$ cat src/design/online_bin_packing_allocator_macros.svh
`ifndef ONLINE_BIN_PACKING_ALLOCATOR_MACROS_SVH
`define ONLINE_BIN_PACKING_ALLOCATOR_MACROS_SVH

// same-cycle implication, sampled on clk, off during reset
`define OBPA_ASSERT_IMP(lbl, pre, post, msg) \
	lbl: assert property (@(posedge clk) disable iff (!arst_n) (pre) |-> (post)) else $error(msg);

// next-cycle implication, sampled on clk, off during reset
`define OBPA_ASSERT_NXT(lbl, pre, post, msg) \
	lbl: assert property (@(posedge clk) disable iff (!arst_n) (pre) |=> (post)) else $error(msg);

`endif

$ cat src/design/obpa_pkg.sv
package obpa_pkg;

	localparam int NUM_BINS  = 64;
	localparam int SIZE_BITS = 16;

	localparam int IDX_W = (NUM_BINS > 1) ? $clog2(NUM_BINS) : 1;
	localparam int CNT_W = $clog2(NUM_BINS + 1);

	// port widths fixed by the interface
	localparam int ITEM_SIZE_W = 16;
	localparam int CFG_DATA_W  = 16;
	localparam int BIN_INDEX_W = 6;
	localparam int BINS_USED_W = 7;

	localparam logic [1:0] MODE_FIRST = 2'd0;
	localparam logic [1:0] MODE_NEXT  = 2'd1;
	localparam logic [1:0] MODE_BEST  = 2'd2;

	localparam logic [1:0] STATUS_PLACED   = 2'd0;
	localparam logic [1:0] STATUS_NO_FIT   = 2'd1;
	localparam logic [1:0] STATUS_OVERSIZE = 2'd2;
	localparam logic [1:0] STATUS_CLEARED  = 2'd3;

	localparam logic CMD_PLACE = 1'b0;
	localparam logic CMD_CLEAR = 1'b1;

	localparam logic REG_FIT_MODE     = 1'b0;
	localparam logic REG_BIN_CAPACITY = 1'b1;

endpackage

$ cat src/design/obpa_ram.sv
module obpa_ram #(
	parameter int WIDTH = 16,
	parameter int DEPTH = 64
) (
	input  logic                                    clk,
	input  logic                                    we,
	input  logic [(DEPTH > 1 ? $clog2(DEPTH) : 1)-1:0] waddr,
	input  logic [WIDTH-1:0]                        wdata,
	input  logic                                    re,
	input  logic [(DEPTH > 1 ? $clog2(DEPTH) : 1)-1:0] raddr,
	output logic [WIDTH-1:0]                        rdata
);

	logic [WIDTH-1:0] mem [DEPTH];

	always_ff @(posedge clk) begin
		if (we) begin
			mem[waddr] <= wdata;
		end
		if (re) begin
			rdata <= mem[raddr];
		end
	end

endmodule

$ cat src/design/online_bin_packing_allocator.sv
// Online bin-packing allocator with first fit, next fit and best fit policies. Each
// transaction on the input channel either places one item or clears all bins, and gives
// exactly one result. Clear, oversize items and next fit with the pointer past the last
// bin go straight from idle to the finish state with no scan. A placement scans the fill
// memory one bin per cycle from the start bin (0, or the next-fit pointer) up to the first
// empty bin, at most NUM_BINS bins; first and next fit stop at the first bin that fits. The
// single fill memory read port sets this scan rate. A result still waiting in the output
// register holds the block in its last state. Bins at or above the used count read as
// empty, so clear and reset take effect at once with no clearing pass. A new item is taken
// once the previous one has its result in the output register. Configuration writes must
// happen while no item is in flight.
`include "online_bin_packing_allocator_macros.svh"

module online_bin_packing_allocator (
	input  logic                                   clk,
	input  logic                                   arst_n,
	input  logic                                   cfg_we,
	input  logic                                   cfg_index,
	input  logic [obpa_pkg::CFG_DATA_W-1:0]        cfg_data,
	input  logic                                   in_valid,
	output logic                                   in_ready,
	input  logic                                   command,
	input  logic [obpa_pkg::ITEM_SIZE_W-1:0]       item_size,
	output logic                                   out_valid,
	input  logic                                   out_ready,
	output logic [1:0]                             status,
	output logic [obpa_pkg::BIN_INDEX_W-1:0]       bin_index,
	output logic [obpa_pkg::BINS_USED_W-1:0]       bins_used
);

	localparam int SIZE_W = obpa_pkg::SIZE_BITS;
	localparam int IDX_W  = obpa_pkg::IDX_W;
	localparam int CNT_W  = obpa_pkg::CNT_W;

	typedef enum logic [1:0] {ST_IDLE, ST_SCAN, ST_FIN} state_t;

	state_t             state_q;
	logic [1:0]         fit_mode_q;
	logic [SIZE_W-1:0]  cap_q;
	logic [CNT_W-1:0]   count_q;
	logic [CNT_W-1:0]   ptr_q;
	logic [SIZE_W-1:0]  size_q;
	logic [IDX_W-1:0]   scan_addr_q;
	logic [IDX_W-1:0]   last_q;
	logic               rd_vld_s1;
	logic [IDX_W-1:0]   idx_s1;
	logic               found_q;
	logic [IDX_W-1:0]   pick_q;
	logic [SIZE_W-1:0]  best_left_q;
	logic [SIZE_W-1:0]  new_fill_q;
	logic [1:0]         res_status_q;
	logic               out_valid_q;
	logic [1:0]         status_q;
	logic [obpa_pkg::BIN_INDEX_W-1:0] bin_index_q;
	logic [obpa_pkg::BINS_USED_W-1:0] bins_used_q;

	logic [SIZE_W-1:0]  size_in;
	logic               in_fire;
	logic [IDX_W-1:0]   last_in;
	logic [SIZE_W-1:0]  rd_data;
	logic [SIZE_W-1:0]  fill_eff;
	logic [SIZE_W:0]    sum;
	logic               fits;
	logic [SIZE_W-1:0]  left;
	logic               is_best;
	logic               hit;
	logic               eval_done;
	logic               fin_fire;
	logic               ram_we;
	logic [CNT_W-1:0]   count_after;

	assign size_in  = SIZE_W'(item_size);
	assign in_ready = (state_q == ST_IDLE);
	assign in_fire  = in_valid && in_ready;
	assign last_in  = (count_q < CNT_W'(obpa_pkg::NUM_BINS)) ? count_q[IDX_W-1:0]
		: IDX_W'(obpa_pkg::NUM_BINS - 1);

	// bins at or above the used count are empty whatever the memory holds
	assign fill_eff = (CNT_W'(idx_s1) < count_q) ? rd_data : '0;
	assign sum      = {1'b0, fill_eff} + {1'b0, size_q};
	assign fits     = (sum <= {1'b0, cap_q});
	assign left     = cap_q - sum[SIZE_W-1:0];
	assign is_best  = (fit_mode_q == obpa_pkg::MODE_BEST);
	assign hit      = is_best ? (fits && (!found_q || left < best_left_q)) : fits;
	assign eval_done = rd_vld_s1 && ((!is_best && fits) || idx_s1 == last_q);

	assign fin_fire = (state_q == ST_FIN) && (!out_valid_q || out_ready);
	assign ram_we   = fin_fire && (res_status_q == obpa_pkg::STATUS_PLACED);

	always_comb begin
		count_after = count_q;
		if (res_status_q == obpa_pkg::STATUS_CLEARED) begin
			count_after = '0;
		end else if (res_status_q == obpa_pkg::STATUS_PLACED &&
			CNT_W'(pick_q) >= count_q) begin
			count_after = CNT_W'(pick_q) + CNT_W'(1);
		end
	end

	obpa_ram #(
		.WIDTH(SIZE_W),
		.DEPTH(obpa_pkg::NUM_BINS)
	) u_fill_ram (
		.clk  (clk),
		.we   (ram_we),
		.waddr(pick_q),
		.wdata(new_fill_q),
		.re   (state_q == ST_SCAN),
		.raddr(scan_addr_q),
		.rdata(rd_data)
	);

	always_ff @(posedge clk or negedge arst_n) begin
		if (!arst_n) begin
			state_q      <= ST_IDLE;
			fit_mode_q   <= obpa_pkg::MODE_FIRST;
			cap_q        <= SIZE_W'(16'hFFFF);
			count_q      <= '0;
			ptr_q        <= '0;
			size_q       <= '0;
			scan_addr_q  <= '0;
			last_q       <= '0;
			rd_vld_s1    <= 1'b0;
			idx_s1       <= '0;
			found_q      <= 1'b0;
			pick_q       <= '0;
			best_left_q  <= '0;
			new_fill_q   <= '0;
			res_status_q <= obpa_pkg::STATUS_PLACED;
			out_valid_q  <= 1'b0;
			status_q     <= obpa_pkg::STATUS_PLACED;
			bin_index_q  <= '0;
			bins_used_q  <= '0;
		end else begin
			if (cfg_we) begin
				case (cfg_index)
					obpa_pkg::REG_FIT_MODE:     fit_mode_q <= cfg_data[1:0];
					obpa_pkg::REG_BIN_CAPACITY: cap_q      <= SIZE_W'(cfg_data);
					default: ;
				endcase
			end

			// a new result loaded in the same cycle keeps valid high
			if (out_valid_q && out_ready && !fin_fire) begin
				out_valid_q <= 1'b0;
			end

			case (state_q)
				ST_IDLE: begin
					rd_vld_s1 <= 1'b0;
					if (in_fire) begin
						found_q <= 1'b0;
						size_q  <= size_in;
						last_q  <= last_in;
						scan_addr_q <= (fit_mode_q == obpa_pkg::MODE_NEXT)
							? ptr_q[IDX_W-1:0] : '0;
						if (command == obpa_pkg::CMD_CLEAR) begin
							res_status_q <= obpa_pkg::STATUS_CLEARED;
							state_q      <= ST_FIN;
						end else if (size_in > cap_q) begin
							res_status_q <= obpa_pkg::STATUS_OVERSIZE;
							state_q      <= ST_FIN;
						end else if (fit_mode_q == obpa_pkg::MODE_NEXT &&
							ptr_q == CNT_W'(obpa_pkg::NUM_BINS)) begin
							// next fit already ran off the end
							res_status_q <= obpa_pkg::STATUS_NO_FIT;
							state_q      <= ST_FIN;
						end else begin
							state_q <= ST_SCAN;
						end
					end
				end
				ST_SCAN: begin
					rd_vld_s1 <= !eval_done;
					idx_s1    <= scan_addr_q;
					if (scan_addr_q != last_q) begin
						scan_addr_q <= scan_addr_q + IDX_W'(1);
					end
					if (rd_vld_s1 && hit) begin
						found_q     <= 1'b1;
						pick_q      <= idx_s1;
						best_left_q <= left;
						new_fill_q  <= sum[SIZE_W-1:0];
					end
					if (eval_done) begin
						res_status_q <= (found_q || hit) ? obpa_pkg::STATUS_PLACED
							: obpa_pkg::STATUS_NO_FIT;
						state_q <= ST_FIN;
					end
				end
				ST_FIN: begin
					if (fin_fire) begin
						out_valid_q <= 1'b1;
						status_q    <= res_status_q;
						bin_index_q <= (res_status_q == obpa_pkg::STATUS_PLACED)
							? obpa_pkg::BIN_INDEX_W'(pick_q) : '0;
						bins_used_q <= obpa_pkg::BINS_USED_W'(count_after);
						count_q     <= count_after;
						if (res_status_q == obpa_pkg::STATUS_CLEARED) begin
							ptr_q <= '0;
						end else if (fit_mode_q == obpa_pkg::MODE_NEXT) begin
							if (res_status_q == obpa_pkg::STATUS_PLACED) begin
								ptr_q <= CNT_W'(pick_q);
							end else if (res_status_q == obpa_pkg::STATUS_NO_FIT) begin
								ptr_q <= CNT_W'(obpa_pkg::NUM_BINS);
							end
						end
						state_q <= ST_IDLE;
					end
				end
				default: state_q <= ST_IDLE;
			endcase
		end
	end

	assign out_valid = out_valid_q;
	assign status    = status_q;
	assign bin_index = bin_index_q;
	assign bins_used = bins_used_q;

	`OBPA_ASSERT_IMP(a_count_range, 1'b1, count_q <= CNT_W'(obpa_pkg::NUM_BINS),
		"used bin count beyond number of bins")
	`OBPA_ASSERT_IMP(a_ptr_range, 1'b1,
		ptr_q <= count_q || ptr_q == CNT_W'(obpa_pkg::NUM_BINS),
		"next fit pointer skipped an unused bin")
	`OBPA_ASSERT_IMP(a_scan_bound, rd_vld_s1, idx_s1 <= last_q && state_q == ST_SCAN,
		"scan read past the last candidate bin")
	`OBPA_ASSERT_NXT(a_write_in_used, ram_we, CNT_W'(pick_q) < count_q,
		"fill written to a bin not counted as used")
	`OBPA_ASSERT_IMP(a_placed_index, out_valid_q && status_q == obpa_pkg::STATUS_PLACED,
		obpa_pkg::BINS_USED_W'(bin_index_q) < bins_used_q || obpa_pkg::NUM_BINS > 64,
		"placed bin index not below used count")

endmodule

$ cat config.mk
export PLATFORM = sky130hd
export DESIGN_NAME = online_bin_packing_allocator
export DESIGN_NICKNAME = d
export VERILOG_FILES = /design/src/design/obpa_pkg.sv /design/src/design/obpa_ram.sv /design/src/design/online_bin_packing_allocator.sv
export VERILOG_INCLUDE_DIRS = /design/src /design/src/design
export SDC_FILE = /design/constraint.sdc
export NUM_CORES = 1
export LEC_CHECK = 0
export ABC_AREA = 1
export BUFFER_PORTS_ARGS = -buffer_cell sky130_fd_sc_hd__buf_2
export CORE_ASPECT_RATIO = 0.7
export CORE_MARGIN = 2
export CORE_UTILIZATION = 25
export DETAILED_ROUTE_END_ITERATION = 8
export HOLD_SLACK_MARGIN = 0.03
export MAX_ROUTING_LAYER = met4
export SLEW_MARGIN = 25
export SYNTH_ARGS = -nofsm -noshare
export SYNTH_HDL_FRONTEND = slang
export SYNTH_HIERARCHICAL = 1
export SYNTH_SLANG_ARGS = --single-unit
$ cat constraint.sdc
create_clock -name clk -period 12.6 [get_ports clk]
set_clock_uncertainty 0.15 [all_clocks]
set_input_delay 3.78 -clock clk [delete_from_list [all_inputs] [get_ports clk]]
set_output_delay 3.78 -clock clk [all_outputs]
set_load 0.02 [all_outputs]
# Yosys cells after proc, flatten, opt, wreduce, memory -nomap -nowiden

Memories as Yosys holds them, arrays and structs flattened. A register that Yosys moved wholly into a read port is not among the register bits.
Cells that the tools add are included.

Word-level logic and storage cells: 119
Memories: 1
Flip-flop bits (word level): 119
RAM bits: 1024
Output and inout bits: 17
Bits of input ports: 39

Memories:

| memory         | words | width | rd ports | clocked after memory_dff | wr ports | RTL line       | source |
|---|---|---|---|---|---|---|---|
| u_fill_ram.mem | 64    | 16    | 1        | 1                        | 1        | obpa_ram.sv:14 | `logic [WIDTH-1:0] mem [DEPTH];` |

Equal/unequal tests: 15
Bitwise gates (word level): 1
Add/sub/neg operators: 4
$lt $le $gt $ge: 6
Reductions and logical operators: 37
Mux-type cells: 37

Operator list:

| cell                                               | number |
|---|---|
| two-way mux 7 bit                                  | 6 |
| two-way mux 6 bit                                  | 5 |
| two-way mux 2 bit                                  | 11 |
| adder 16 x 16 -> 17 bit                            | 1 |
| <= comparator 17 x 16 -> 1 bit                     | 1 |
| greater-than comparator 16 bit                     | 1 |
| less-than comparator 16 bit                        | 1 |
| two-way mux 16 bit                                 | 1 |
| subtractor 16 bit                                  | 1 |
| one-hot mux 6 bit (2 select lines)                 | 1 |
| AND reduction 3 bit                                | 4 |
| logical AND 1 bit                                  | 11 |
| AND reduction 2 bit                                | 5 |
| two-way mux 1 bit                                  | 9 |
| inequality test 2 bit (second input constant)      | 4 |
| AND reduction 4 bit                                | 2 |
| adder 6 x 1 -> 7 bit (second input constant)       | 1 |
| == test 7 bit (second input constant)              | 1 |
| >= comparator 6 x 7 -> 1 bit                       | 1 |
| less-than comparator 6 x 7 -> 1 bit                | 1 |
| less-than comparator 7 bit (second input constant) | 1 |
| adder 6 x 1 -> 6 bit (second input constant)       | 1 |
| == test 2 x 1 -> 1 bit (second input constant)     | 3 |
| == test 2 bit (second input constant)              | 3 |
| 13 further kinds                                   | 24 |

# Depth between registers and ports, before layout

Depth in word-level cells: 12
Depth in mapped cells: 41
Gate-level depth less buffers: 40

# Hierarchy

Netlist, hierarchy kept.

By module, submodules not included:

| module                       | area an instance (um^2) | cells each | instances | sequential area each (um^2) |
|---|---|---|---|---|
| obpa_ram                     | 42259.3                 | 3517       | 1         | 31230.0 |
| online_bin_packing_allocator | 7976.4                  | 1033       | 1         | 2997.9 |

# Worst setup path before layout

No wires, ideal clock.

Path kind: input to register
Start point: in out_ready
End point: mem u_fill_ram.mem[48][0], enable pin
Required time: 12.019 ns
Stages: 7
Path buffers: 1
Library setup time: 0.431 ns
Arrival: 6.441 ns
Slack: 5.578 ns
Cells stage by stage: nor2_1 nor2_1 inv_1 nor2_1 clkbuf_1 nand4_1 nor4_1

Cells in the longest elaborated chain, start to end: 5

Ends and longest elaborated chain:

| element                                 | RTL line                           | source |
|---|---|---|
| from (decl)                             | online_bin_packing_allocator.sv:25 | `input logic out_ready,` |
| logical OR 1 bit                        | online_bin_packing_allocator.sv:87 | `assign fin_fire = (state_q == ST_FIN) && (!out_valid_q \|\| out_ready);` |
| logical AND 1 bit                       | online_bin_packing_allocator.sv:87 |  |
| logical AND 1 bit                       | online_bin_packing_allocator.sv:88 | `assign ram_we = fin_fire && (res_status_q == obpa_pkg::STATUS_PLACED);` |
| net ram_we                              | online_bin_packing_allocator.sv:69 | `logic ram_we;` |
| two-way mux 1 bit                       | obpa_ram.sv:17                     | `if (we) begin` |
| two-way mux 1 bit (not written as such) | obpa_ram.sv:18                     | `mem[waddr] <= wdata;` |
| to (decl)                               | obpa_ram.sv:14                     |  |

The timed path passes the listed nets, and every way through them passes these cells.

==> out/summary.txt <==
WHS Endpoint -> best_left_q[14]
Hold WC Path Type -> reg -> reg
VDD IR max -> 0.000181 V
Row count -> 137
CP max stage delay -> 0.55 ns
Startpoint types -> flop
Post-route DRC -> 0
Synth Instances -> 4550
Iteration-0 DRC Markers -> 3671
Cts repair resizes -> 0
Syn avg cell area -> 11.0 µm²
Synth area leader -> edfxtp_1
Dpl hpwl -> 80.1 mm
Clock latency on the worst-skew pair -> 0.75 ns
EDFF count, synth -> 1040
Hold Crit Start -> best_left_q[14]
Synth cell types -> 57
# Post-CTS Setup Buffers -> 0
H-tree Lvls -> 3
Sink Count -> 1159
Global Route Usage Sum -> 13.7%
RSZ-0062 raised after global routing -> no
Reg2Reg Launch Point -> bins_used[2]
Share of the synthesized area in the top cell type -> 62.2%
Post-Place Cells -> 7106
Syn Std Cell Area -> 50200 µm²
Dpl cell area -> 53200 µm²
Final Hold Vio Count -> 0
Asr flop ratio synth -> 10.3%
Critical Path AT -> 7.53 ns
Hold-fix buffers, CTS -> 0
Tightest Pin Transition -> 1.14 ns
R2R setup slack -> 5.57 ns
Top sig layer -> met4
Cell repeated most along the worst path -> nand2_1
Outcome -> finished, final reports clean
Vias in the first global route -> 32000
Crit-path max FO -> 50
Rel. slew slack -> 24.2%
PwrDens -> 265 nW/µm²
Most frequent cells in the layout -> nand2_1, edfxtp_1, nand3_1, inv_1, nor2_1
Boundary pin count -> 56
Period Utilization, post-route -> 55.8%
DIE AREA -> 205000 µm²
Most common cell after layout, fill and taps aside -> nand2_1
Met1 wire length -> 64.2 mm
Main area contributors after synthesis -> edfxtp_1, nand2_1, nand3_1
Post-synthesis sequential area ratio -> 68.1%
Final ANT Viol Nets -> 0
Critical path class -> reg -> reg
Via-to-Cell Ratio -> 4.65
CP Data Required Time -> 13.10 ns
R2r endpoint -> best_left_q[15]
DR vias -> 34000
Seq cells post-synth -> 1159
Met3 Wirelength -> 12.6 mm
CP max stage cell -> nor2_2
Synth warn -> 6
Final WL -> 139 mm
Clk slew on worst S/H paths -> 0.07 ns
Max Slew Vio Count -> 0
TritonCTS Buffers -> 108
Syn Nets -> 4679
Sum Neg Setup Slack -> 0 ns
Die Span Y -> 379 µm
Fmax achieved -> 142 MHz
Starting density of the core -> 25.2%
Final min period -> 7.03 ns
Final Setup Violations -> 0
First-pass GRT wire length -> 208 mm
Root buf cell -> clkbuf_16
Final Cell Area -> 56700 µm²
Pin count of the biggest net entering global routing -> 246
GRT overflow -> 0
Initial antenna violation count -> 3
CTS tree -> yes
FF-to-FF path depth -> 40
Worst Setup End Kind -> flop
Hold slack -> 0.327 ns
Routed wire length per instance -> 19.0 µm
GPL Wtd Cong -> 0.866
Max-cap violations -> 0
First drt pass iteration count -> 6
LEAKAGE -> 21.1 nW
Met2 WL post-DR -> 59.1 mm
Share of cells above drive strength 1 -> 8.28%
Core region area -> 200000 µm²
Bufs on Longest Clock Path -> 3
Post-route non-filler standard cell count -> 7306
Total Power -> 15.0 mW
Fin nets -> 4704
Die extent in x -> 540 µm
Buffers on Ports -> 55
Hold path cells -> 2
Area grow syn2layout -> 12.9%
Post-synth top flop -> edfxtp_1
==> state kept, by name, indices dropped and copies added, names as in the netlist <==
| register | cells |
|---|---|
| bins_used | 7 |
| idx_s1 | 6 |
| best_left_q | 16 |
| last_q | 6 |
| u_fill_ram/rdata | 16 |
| pick_q | 6 |
| out_valid | 1 |
| found_q | 1 |
| size_q | 16 |
| new_fill_q | 16 |
| bin_index | 6 |
| fit_mode_q | 2 |
| status | 2 |
| ptr_q | 7 |
| state_q | 2 |
| rd_vld_s1 | 1 |
| scan_addr_q | 6 |
| u_fill_ram/mem | 1024 |
| cap_q | 16 |
| res_status_q | 2 |
==> worst max-delay path, delay by kind of cell (launching register included) <==
kind | cells | cell delay (ns)
and+or+nand+nor | 22 | 2.95
buffers and inverters | 4 | 0.65
xor gates and xnor gates | 1 | 0.20
adders and majority gates | 5 | 1.68
DFF | 1 | 0.38
AOI/OAI and AO/OA | 8 | 0.89
==> where the power goes <==
group / leakage [nW] / internal [mW] / switching, mW
registers: 11.0 / 4.78 / 0.304
clock network: 1.67 / 1.80 / 1.47
logic: 8.46 / 1.91 / 4.74
total: 21.1 / 8.49 / 6.52
==> synthesized netlist by cell type, types with 13 or more instances <==
cell type  instances
dfrtp_1          103
nor2_1           130
nor4_1            13
inv_1            168
clkbuf_1          39
buf_2            115
xor2_1            26
a21oi_1           65
buf_6             52
o21ai_0           82
buf_1             18
dfstp_2           16
nand2_1         1545
edfxtp_1        1040
ha_1              88
nand3_1          917
buf_4             20
nand4_1           25
==> metal layers <==
layer  vias to the layer above  global-route usage (%)
met4                         0                    3.47
met1                     16700                    19.8
li1                      15800                       -
met2                      1296                    19.3
met5                         -                       -
met3                       166                    2.91
==> through the flow <==
step	setup slack [ns]	util (%)
after floorplan	5.58	-
after global placement	5.32	26.7
after detailed placement	5.34	26.7
after CTS	5.23	28.4
after global routing	4.79	28.4
final	5.57	28.4
==> worst max path at each step <==
stage	startpoint	to	slack, ns	depth (start not counted)
after floorplan	out_ready	u_fill_ram/mem[48][0]	5.58	7
after global placement	bins_used[2]	best_left_q[15]	5.32	40
after detailed placement	bins_used[2]	best_left_q[4]	5.34	39
after CTS	bins_used[2]	best_left_q[15]	5.23	40
after global routing	bins_used[2]	best_left_q[15]	4.79	40
final	bins_used[2]	best_left_q[15]	5.57	40
==> logic make-up after synthesis <==
group / after synthesis / synth area share, %
adder cells (fa/ha/maj): 90 / 2.27
flip-flops: 1159 / 68.1
AND/OR/NAND/NOR: 2653 / 22.4
multiplexers: 1 / 0.0224
AO/OA/AOI/OAI: 196 / 2.19
buffers and inverters: 421 / 4.40
XOR/XNOR: 30 / 0.538
==> area by class of cell <==
| cell class | instances | area (µm²) |
|---|---|---|
| diodes | 3 | 7.51 |
| repair buffers | 161 | 1110 |
| multi-input cells | 2970 | 13900 |
| fillers | 20500 | 143000 |
| inverters | 175 | 686 |
| clock buffers | 136 | 2850 |
| flip-flops and latches | 1159 | 34300 |
| well taps | 2641 | 3300 |
| clock inverters | 61 | 623 |
Power figures use the tool's default switching activity.
